`src/rtl/ffra_pkg.sv`:
```
// Shared types and constants for the first-fit aligned region allocator.
// No dependencies; imported by every other file of the block.
package ffra_pkg;

   // Internal offset and length width: zone end and merged spans exceed 32 bits
   localparam int BW = 34;
   // Bit counter width for the serial remainder unit
   localparam int DCW = $clog2(BW + 1);
   // A leftover tail must exceed this many bytes to stay free
   localparam int SPLIT_MIN = 64;

   typedef enum logic [2:0] {
      ST_OK      = 3'd0,
      ST_NOMEM   = 3'd1,
      ST_ZONE    = 3'd2,
      ST_UNKNOWN = 3'd3,
      ST_FULL    = 3'd4
   } status_type;

   typedef enum logic [1:0] {
      CSR_ZONE_BASE     = 2'd0,
      CSR_ZONE_CAPACITY = 2'd1,
      CSR_ALIGNMENT     = 2'd2
   } csr_index_type;

   typedef struct packed {
      logic [BW-1:0] off;
      logic [BW-1:0] len;
   } region_type;

   typedef struct packed {
      logic [31:0] off;
      logic [31:0] len;
   } used_type;

   // Datapath micro-operations issued by the controller
   typedef enum logic [4:0] {
      OP_NOP, OP_LOAD, OP_F_RD, OP_LATCH, OP_DIV, OP_CALC1, OP_CALC2, OP_CHECK,
      OP_IDX_INC, OP_W_PAD, OP_W_SPLIT, OP_SU_INIT, OP_SU_RD, OP_SU_WR, OP_INS_WR,
      OP_SD_INIT, OP_SD_RD, OP_SD_WR, OP_SD_DONE, OP_USED_WR, OP_U_RD, OP_U_SCAN,
      OP_F_SCAN, OP_JOIN, OP_SUM, OP_W_MERGE, OP_UD_INIT, OP_UD_RD, OP_UD_WR,
      OP_UD_DONE, OP_RESP
   } dp_op_type;

   typedef struct packed {
      dp_op_type  op;
      status_type code;
   } dp_cmd_type;

   typedef struct packed {
      logic rel;
      logic idx_lt;
      logic div_last;
      logic fit;
      logic outside;
      logic full;
      logic split;
      logic keep_pad;
      logic u_lt;
      logic u_match;
      logic f_lt;
      logic jn;
      logic jp;
      logic free_full;
      logic su_more;
      logic sd_more;
      logic ud_more;
   } dp_stat_type;

   typedef enum logic [5:0] {
      S_IDLE, S_A_TEST, S_A_RD, S_A_LATCH, S_A_DIV, S_A_CALC1, S_A_CALC2, S_A_CHECK,
      S_A_DECIDE, S_A_NEXT, S_A_WPAD, S_A_STEP, S_A_WSPLIT, S_USED_WR,
      S_R_UTEST, S_R_URD, S_R_USCAN, S_R_FTEST, S_R_FRD, S_R_FSCAN, S_R_JOIN,
      S_R_DECIDE, S_R_SUM, S_R_MERGE,
      S_SU_INIT, S_SU_TEST, S_SU_RD, S_SU_WR, S_INS_WR,
      S_SD_INIT, S_SD_TEST, S_SD_RD, S_SD_WR, S_SD_DONE,
      S_UD_INIT, S_UD_TEST, S_UD_RD, S_UD_WR, S_UD_DONE,
      S_RSP_OK, S_RSP_NOMEM, S_RSP_ZONE, S_RSP_UNKNOWN, S_RSP_FULL
   } state_type;

endpackage

```
`src/rtl/ffra_ctrl.sv`:
```
// Controller state machine: sequences list scans, remainder steps, list
// shifts and the result. Depends on ffra_pkg.
module ffra_ctrl (
   input  logic                  clock,
   input  logic                  reset,
   input  logic                  start,
   input  ffra_pkg::dp_stat_type stat,
   output ffra_pkg::dp_cmd_type  cmd,
   output logic                  busy
);
   import ffra_pkg::*;

   state_type state_ff, state_in;

   // Next state
   always_comb begin
      state_in = state_ff;
      unique case (state_ff)
         // release requests branch off right after the request is taken
         S_IDLE:     if (start) state_in = stat.rel ? S_R_UTEST : S_A_TEST;
         S_A_TEST:   state_in = stat.idx_lt ? S_A_RD : S_RSP_NOMEM;
         S_A_RD:     state_in = S_A_LATCH;
         S_A_LATCH:  state_in = S_A_DIV;
         S_A_DIV:    state_in = stat.div_last ? S_A_CALC1 : S_A_DIV;
         S_A_CALC1:  state_in = S_A_CALC2;
         S_A_CALC2:  state_in = S_A_CHECK;
         S_A_CHECK:  state_in = S_A_DECIDE;
         S_A_DECIDE: begin
            priority if (!stat.fit)     state_in = S_A_NEXT;
            else if (stat.outside)      state_in = S_RSP_ZONE;
            else if (stat.full)         state_in = S_RSP_FULL;
            else if (stat.keep_pad)     state_in = S_A_WPAD;
            else if (stat.split)        state_in = S_A_WSPLIT;
            else                        state_in = S_SD_INIT;
         end
         S_A_NEXT:   state_in = S_A_TEST;
         S_A_WPAD:   state_in = stat.split ? S_A_STEP : S_USED_WR;
         S_A_STEP:   state_in = S_SU_INIT;
         S_A_WSPLIT: state_in = S_USED_WR;
         S_USED_WR:  state_in = S_RSP_OK;
         S_R_UTEST:  state_in = stat.u_lt ? S_R_URD : S_RSP_UNKNOWN;
         S_R_URD:    state_in = S_R_USCAN;
         S_R_USCAN:  state_in = stat.u_match ? S_R_FTEST : S_R_UTEST;
         S_R_FTEST:  state_in = stat.idx_lt ? S_R_FRD : S_R_JOIN;
         S_R_FRD:    state_in = S_R_FSCAN;
         S_R_FSCAN:  state_in = stat.f_lt ? S_R_FTEST : S_R_JOIN;
         S_R_JOIN:   state_in = S_R_DECIDE;
         S_R_DECIDE: begin
            if (!stat.jn && !stat.jp && stat.free_full) state_in = S_RSP_FULL;
            else                                        state_in = S_UD_INIT;
         end
         S_R_SUM:    state_in = S_R_MERGE;
         S_R_MERGE:  state_in = (stat.jn && stat.jp) ? S_SD_INIT : S_RSP_OK;
         S_SU_INIT:  state_in = S_SU_TEST;
         S_SU_TEST:  state_in = stat.su_more ? S_SU_RD : S_INS_WR;
         S_SU_RD:    state_in = S_SU_WR;
         S_SU_WR:    state_in = S_SU_TEST;
         S_INS_WR:   state_in = stat.rel ? S_RSP_OK : S_USED_WR;
         S_SD_INIT:  state_in = S_SD_TEST;
         S_SD_TEST:  state_in = stat.sd_more ? S_SD_RD : S_SD_DONE;
         S_SD_RD:    state_in = S_SD_WR;
         S_SD_WR:    state_in = S_SD_TEST;
         S_SD_DONE:  state_in = stat.rel ? S_RSP_OK : S_USED_WR;
         S_UD_INIT:  state_in = S_UD_TEST;
         S_UD_TEST:  state_in = stat.ud_more ? S_UD_RD : S_UD_DONE;
         S_UD_RD:    state_in = S_UD_WR;
         S_UD_WR:    state_in = S_UD_TEST;
         S_UD_DONE:  state_in = (stat.jn || stat.jp) ? S_R_SUM : S_SU_INIT;
         S_RSP_OK, S_RSP_NOMEM, S_RSP_ZONE, S_RSP_UNKNOWN, S_RSP_FULL:
                     state_in = S_IDLE;
         default:    state_in = S_IDLE;
      endcase
   end

   // Outputs
   always_comb begin
      cmd.code = ST_OK;
      unique case (state_ff)
         S_IDLE:     cmd.op = OP_LOAD;
         S_A_RD:     cmd.op = OP_F_RD;
         S_A_LATCH:  cmd.op = OP_LATCH;
         S_A_DIV:    cmd.op = OP_DIV;
         S_A_CALC1:  cmd.op = OP_CALC1;
         S_A_CALC2:  cmd.op = OP_CALC2;
         S_A_CHECK:  cmd.op = OP_CHECK;
         S_A_NEXT:   cmd.op = OP_IDX_INC;
         S_A_WPAD:   cmd.op = OP_W_PAD;
         S_A_STEP:   cmd.op = OP_IDX_INC;
         S_A_WSPLIT: cmd.op = OP_W_SPLIT;
         S_USED_WR:  cmd.op = OP_USED_WR;
         S_R_URD:    cmd.op = OP_U_RD;
         S_R_USCAN:  cmd.op = OP_U_SCAN;
         S_R_FRD:    cmd.op = OP_F_RD;
         S_R_FSCAN:  cmd.op = OP_F_SCAN;
         S_R_JOIN:   cmd.op = OP_JOIN;
         S_R_SUM:    cmd.op = OP_SUM;
         S_R_MERGE:  cmd.op = OP_W_MERGE;
         S_SU_INIT:  cmd.op = OP_SU_INIT;
         S_SU_RD:    cmd.op = OP_SU_RD;
         S_SU_WR:    cmd.op = OP_SU_WR;
         S_INS_WR:   cmd.op = OP_INS_WR;
         S_SD_INIT:  cmd.op = OP_SD_INIT;
         S_SD_RD:    cmd.op = OP_SD_RD;
         S_SD_WR:    cmd.op = OP_SD_WR;
         S_SD_DONE:  cmd.op = OP_SD_DONE;
         S_UD_INIT:  cmd.op = OP_UD_INIT;
         S_UD_RD:    cmd.op = OP_UD_RD;
         S_UD_WR:    cmd.op = OP_UD_WR;
         S_UD_DONE:  cmd.op = OP_UD_DONE;
         S_RSP_OK: begin
            cmd.op   = OP_RESP;
            cmd.code = ST_OK;
         end
         S_RSP_NOMEM: begin
            cmd.op   = OP_RESP;
            cmd.code = ST_NOMEM;
         end
         S_RSP_ZONE: begin
            cmd.op   = OP_RESP;
            cmd.code = ST_ZONE;
         end
         S_RSP_UNKNOWN: begin
            cmd.op   = OP_RESP;
            cmd.code = ST_UNKNOWN;
         end
         S_RSP_FULL: begin
            cmd.op   = OP_RESP;
            cmd.code = ST_FULL;
         end
         default:    cmd.op = OP_NOP;
      endcase
   end

   always_ff @(posedge clock) begin
      if (reset) begin
         state_ff <= S_IDLE;
      end else begin
         state_ff <= state_in;
      end
   end

   assign busy = state_ff != S_IDLE;

endmodule

```
`config.mk`:
```
export PLATFORM = sky130hd
export DESIGN_NAME = ffra_ctrl
export DESIGN_NICKNAME = d
export VERILOG_FILES = /design/src/rtl/ffra_pkg.sv /design/src/rtl/ffra_ctrl.sv
export SDC_FILE = /design/constraint.sdc
export NUM_CORES = 1
export LEC_CHECK = 0
export ABC_AREA = 0
export BUFFER_PORTS_ARGS = -buffer_cell sky130_fd_sc_hd__buf_2
export CORE_MARGIN = 4
export CORE_UTILIZATION = 51
export CTS_BUF_LIST = sky130_fd_sc_hd__clkbuf_16
export CTS_CLUSTER_SIZE = 12
export DETAILED_ROUTE_END_ITERATION = 10
export PLACE_DENSITY = 0.88
export SETUP_SLACK_MARGIN = 0.3
export SLEW_MARGIN = 25
export SYNTH_ARGS = -nofsm -noshare
export SYNTH_HDL_FRONTEND = slang
export SYNTH_SLANG_ARGS = --single-unit
```
`constraint.sdc`:
```
create_clock -name clock -period 1.5 [get_ports clock]
set_input_delay 0 -clock clock [delete_from_list [all_inputs] [get_ports clock]]
set_output_delay 0 -clock clock [all_outputs]
set_load 0.01 [all_outputs]
```
==> flow_summary_export.csv, run 1 <==
group,metric,value,unit
placement,dpl.hpwl,4940,um
yosys,yosysTopAreaCell,"dfxtp_1",
clocking,holdBufCountCts,0,
outcome,haltStage,"clock tree synthesis",
clocking,clockRootBuffer,"clkbuf_16",
clocking,cts_buffers,3,
yosys,synth-async-reset-ratio,0,%
die,io_pins,29,
placement,io_buffers,28,
clocking,ctsResizeCount,81,
outcome,error_message,"[ERROR DPL-0033] detailed placement checks failed during check placement.",
yosys,netlist_instances,225,
yosys,synth_edf_count,0,
yosys,syn_nets,245,
yosys,synth_top_area_share,8.10,%
outcome,status,"aborted with a tool error",
clocking,cts_max_path_buffers,2,
die,rows,19,
placement,dp.cells,322,
placement,place_congestion,1.18,
yosys,synth_area_leaders,"dfxtp_1 8.1%, a21oi_1 5.4%, buf_2 5.4%",
die,die_h,61.9,um
clocking,clkSinkCount,6,
clocking,cts_setup_buffers,24,
die,die_x,61.9,um
yosys,avgSynthCellArea,6.59,um2
yosys,synth_area,0.00148,mm2
yosys,synth_cell_type_count,63,
clocking,htree_levels,1,
yosys,synth_seq_cells,6,
yosys,ys.flop_type,"dfxtp_1",
yosys,yosysSeqAreaShare,8.10,%
yosys,ys_warn_count,0,
die,start_util,53.8,%
through the flow:
stage	worst slack (ps)	TNS (ps)	util (%)	hold slack, ps	cell area, um2
after global placement	-139	-730	75.7	326	2090
after floorplan	108	0	-	187	1570
after detailed placement	-189	-1060	75.7	353	2090
cells in the mapped netlist (2+ instances only):
cell type / instances
inv_2: 2
o32ai_1: 5
o211ai_1: 3
o22ai_1: 4
nand4b_1: 2
nor2_1: 19
a31oi_1: 6
o21a_1: 2
and3_1: 3
inv_1: 6
nand2b_1: 9
nand2_1: 15
nor2b_1: 7
and2b_1: 2
buf_2: 16
a22o_1: 2
o21ai_1: 6
nand4_1: 4
dfxtp_1: 6
buf_6: 3
nor3b_1: 3
clkbuf_1: 3
o2111ai_1: 2
nand3_1: 8
a211oi_1: 4
o21ai_0: 13
a21oi_1: 16
a32o_1: 3
nor4_1: 4
a221oi_1: 2
a22oi_1: 6
nor3_1: 7
buf_4: 2
cells by family after synthesis:
| kind of cell | Yosys count | share of synthesized area (%) |
|---|---|---|
| DFF | 6 | 8.10 |
| muxes | 1 | 0.675 |
| adders and majority gates | 1 | 0.675 |
| buffers and inverters | 33 | 12.5 |
| AOI/OAI and AO/OA | 91 | 42.7 |
| xor gates and xnor gates | 2 | 1.18 |
| and+or+nand+nor | 91 | 34.2 |
==> run 2, diff against run 1 <==
--- a/config.mk
+++ b/config.mk
@@ -8,12 +8,9 @@
 export ABC_AREA = 0
 export BUFFER_PORTS_ARGS = -buffer_cell sky130_fd_sc_hd__buf_2
 export CORE_MARGIN = 4
-export CORE_UTILIZATION = 51
-export CTS_BUF_LIST = sky130_fd_sc_hd__clkbuf_16
-export CTS_CLUSTER_SIZE = 12
+export CORE_UTILIZATION = 40
 export DETAILED_ROUTE_END_ITERATION = 10
-export PLACE_DENSITY = 0.88
-export SETUP_SLACK_MARGIN = 0.3
+export PLACE_DENSITY_LB_ADDON = 0.15
 export SLEW_MARGIN = 25
 export SYNTH_ARGS = -nofsm -noshare
 export SYNTH_HDL_FRONTEND = slang
==> constraint.sdc (replaced) <==
create_clock -name clock -period 2 [get_ports clock]
set_input_delay 0 -clock clock [delete_from_list [all_inputs] [get_ports clock]]
set_output_delay 0 -clock clock [all_outputs]
set_load 0.01 [all_outputs]
==> run 2 against run 1 <==
Against the previous run: area after synthesis unchanged; synthesized cell count unchanged; the run now ends clean.
==> flow_summary_export.csv, run 2 <==
group,metric,value,unit
outcome,status,"finished, final reports clean",
sta,setup_viol,0,
die,io_pins,29,
yosys,synth_area,0.00148,mm2
clocking,clkLatencyLatePin,220,ps
detailed_routing,drt_first_pass_iters,6,
power,p_seq_share,8.9,%
worst_hold_path,min_path_cells,4,
worst_setup_path,critical_path_peak_fanout,32,
cells_and_area,mostFrequentLayoutCell,"buf_2",
worst_setup_path,critPathRequiredTime,2140,ps
cells_and_area,fin_util,51.0,%
die,design.die.area,0.00474,mm2
yosys,synth_edf_count,0,
worst_setup_path,crit_chain,"buf_12, or3b_1, a2111o_1, o21ai_0, nor4b_1, a31oi_1",
yosys,syn_nets,245,
clocking,cts_setup_buffers,0,
die,die_h,68.9,um
power,switchingPower,1.37,mW
grt,grt_pass1_wl,8590,um
sta,min_period,1830,ps
cells_and_area,reg_top3,"state_ff (6)",
clocking,cts_tree,"done",
sta,fmax,548,MHz
cells_and_area,n_fill_cell,360,
detailed_routing,drc,0,
yosys,synth-async-reset-ratio,0,%
yosys,ys.flop_type,"dfxtp_1",
yosys,synth_seq_cells,6,
worst_setup_path,end_kind,"register",
clocking,clkSinkCount,6,
yosys,avgSynthCellArea,6.59,um2
sta,rsz0062_at_grt,"no",
yosys,yosysSeqAreaShare,8.10,%
detailed_routing,routed_wl,5540,um
detailed_routing,drtIter0Drc,327,
worst_hold_path,hold_path_class,"in -> reg",
worst_setup_path,worst-setup-path-type,"reg -> reg",
yosys,synth_cell_type_count,63,
worst_setup_path,regToRegEndpoint,"state_ff[0]",
grt,grt_max_degree,38,
detailed_routing,post_drt_via_cell_ratio,6.73,
clocking,ctsResizeCount,0,
grt,grt_overflow,0,
sta,relSlewSlack,72.1,%
power,combPwrFrac,83.5,%
cells_and_area,insertedDiodeCount,0,
worst_setup_path,r2r_start,"state_ff[1]",
grt,grtUsageTotal,24.1,%
power,internal_power,1.11,mW
power,p_clk_share,7.6,%
grt,use_met1,35.3,%
power,p_per_area,1410,mW/mm2
cells_and_area,final_cell_mix,"28 x buf_2, 19 x nor2_1, 16 x a21oi_1, 16 x buf_4, 15 x nand2_1",
yosys,yosysTopAreaCell,"dfxtp_1",
placement,place_congestion,0.956,
cells_and_area,regMostFlops,"state_ff",
power,leakage,0.664,nW
sta,min_period_over_period,91.3,%
grt,grt_util_met2,36.4,%
worst_setup_path,reg2reg_setup_slack,170,ps
sta,clock-skew-final,2.12,ps
clocking,clockRootBuffer,"clkbuf_8",
sta,worst_slew_pin_slew,408,ps
worst_hold_path,min_from,"reset",
yosys,synth_area_leaders,"dfxtp_1 8.1%, a21oi_1 5.4%, buf_2 5.4%",
sta,timing.final.ws_setup,174,ps
die,rows,21,
placement,dp.cells,294,
clocking,cts_max_path_buffers,2,
yosys,ys_warn_count,0,
clocking,htree_levels,1,
detailed_routing,ant_nets,0,
clocking,holdBufCountCts,0,
clocking,cts_buffers,3,
sta,hold_viol_final,0,
yosys,synth_top_area_share,8.10,%
grt,antenna_found_initial,0,
cells_and_area,nets,273,
yosys,netlist_instances,225,
worst_setup_path,cp_data_arrival_time,1970,ps
placement,pre_cts_ws,204,ps
grt,grt_pass1_vias,1744,
detailed_routing,wl_per_cell,18.6,um
worst_setup_path,critPathMaxStageDelay,450,ps
power,vdd_drop_max,0.504,mV
cells_and_area,drive_above_1_share,23.1,%
cells_and_area,stdcell_count,297,
clocking,clk_pin_slew,40,ps
sta,fin_setup_tns,0,ps
cells_and_area,multiInputGateArea,0.00118,mm2
placement,dpl.hpwl,4150,um
cells_and_area,largest_reg_flops,6,
cells_and_area,syn2layout_area_growth,19.2,%
power,swShare,55.2,%
grt,grt.busiest_layer,"met2",
die,start_util,42.7,%
die,die_x,68.9,um
run,maxCapViolations,0,
die,core_area,0.00347,mm2
cells_and_area,regArea,121,um2
worst_setup_path,reg2regPathDepth,6,
yosys,synthTopCellsByCount,"19 x nor2_1, 16 x a21oi_1, 16 x buf_2",
worst_setup_path,start_kind,"register",
yosys,yosysMostFrequentCell,"nor2_1",
worst_setup_path,crit_path_start,"state_ff[1]",
detailed_routing,num_vias,1999,
sta,maxSlewViolCount,0,
worst_setup_path,crit_path_top_delay_cell,"a2111o_1",
worst_hold_path,worstHoldEndpoint,"state_ff[2]",
grt,use_met3,2.59,%
placement,io_buffers,28,
## run 2: cell counts after synthesis
No cell type changed its count.
## run 2: power by group through the flow
stage          Sequential, mW  Clock (mW)  Combinational [mW]
2_1_floorplan           0.183           0                1.47
3_3_place_gp            0.221           0                2.05
3_5_place_dp            0.220           0                2.02
4_1_cts                 0.218       0.189                2.02
5_1_grt                 0.228       0.198                2.22
6_report                0.222       0.189                2.08
## run 2: layout make-up
cell class              instances  area share, %
well taps                      46           3.26
inverters                       8           1.70
multi-input cells             186           66.6
flip-flops and latches          6           6.86
repair buffers                 48           19.2
clock buffers                   3           2.34
## run 2: through the flow
| stage | total power, mW | hold WS, ps | area (um2) |
|---|---|---|---|
| detailed placement | 2.24 | 351 | 1730 |
| global route | 2.65 | 159 | 1770 |
| floorplan | 1.65 | 189 | 1480 |
| CTS | 2.43 | 126 | 1770 |
| finish | 2.49 | 123 | 1770 |
| global placement | 2.27 | 362 | 1730 |
## run 2: layer usage
| metal | vias to the layer above | share of wire [%] | routed length, um |
|---|---|---|---|
| met5 | - | 0 | 0 |
| met4 | 0 | 1.8 | 99 |
| met3 | 12 | 10 | 579 |
| met2 | 154 | 44 | 2460 |
| met1 | 902 | 43 | 2400 |
| li1 | 931 | - | - |
## run 2: logic make-up after synthesis
logic type,count (synthesis),synth area share (%)
adder cells (fa/ha/maj),1,0.675
AND/OR/NAND/NOR,91,34.2
XOR/XNOR,2,1.18
flip-flops,6,8.10
multiplexers,1,0.675
buffers and inverters,33,12.5
AO/OA/AOI/OAI,91,42.7
## run 2: worst max path at each step
stage | end | slack (ps) | cells after the start
2_1_floorplan | state_ff[1] | 510 | 6
3_3_place_gp | state_ff[0] | 220 | 6
3_5_place_dp | state_ff[0] | 200 | 6
4_1_cts | cmd[3] | 140 | 7
5_1_grt | cmd[3] | 90 | 7
6_report | state_ff[0] | 170 | 6
## run 2: critical path, delay by kind of cell, from the launching register on
kind | cells | cell delay [ps]
flip-flops | 1 | 330
buffers and inverters | 1 | 170
AO/OA/AOI/OAI | 3 | 780
AND/OR/NAND/NOR | 2 | 460
No activity file was read; power rests on OpenSTA's default activity.
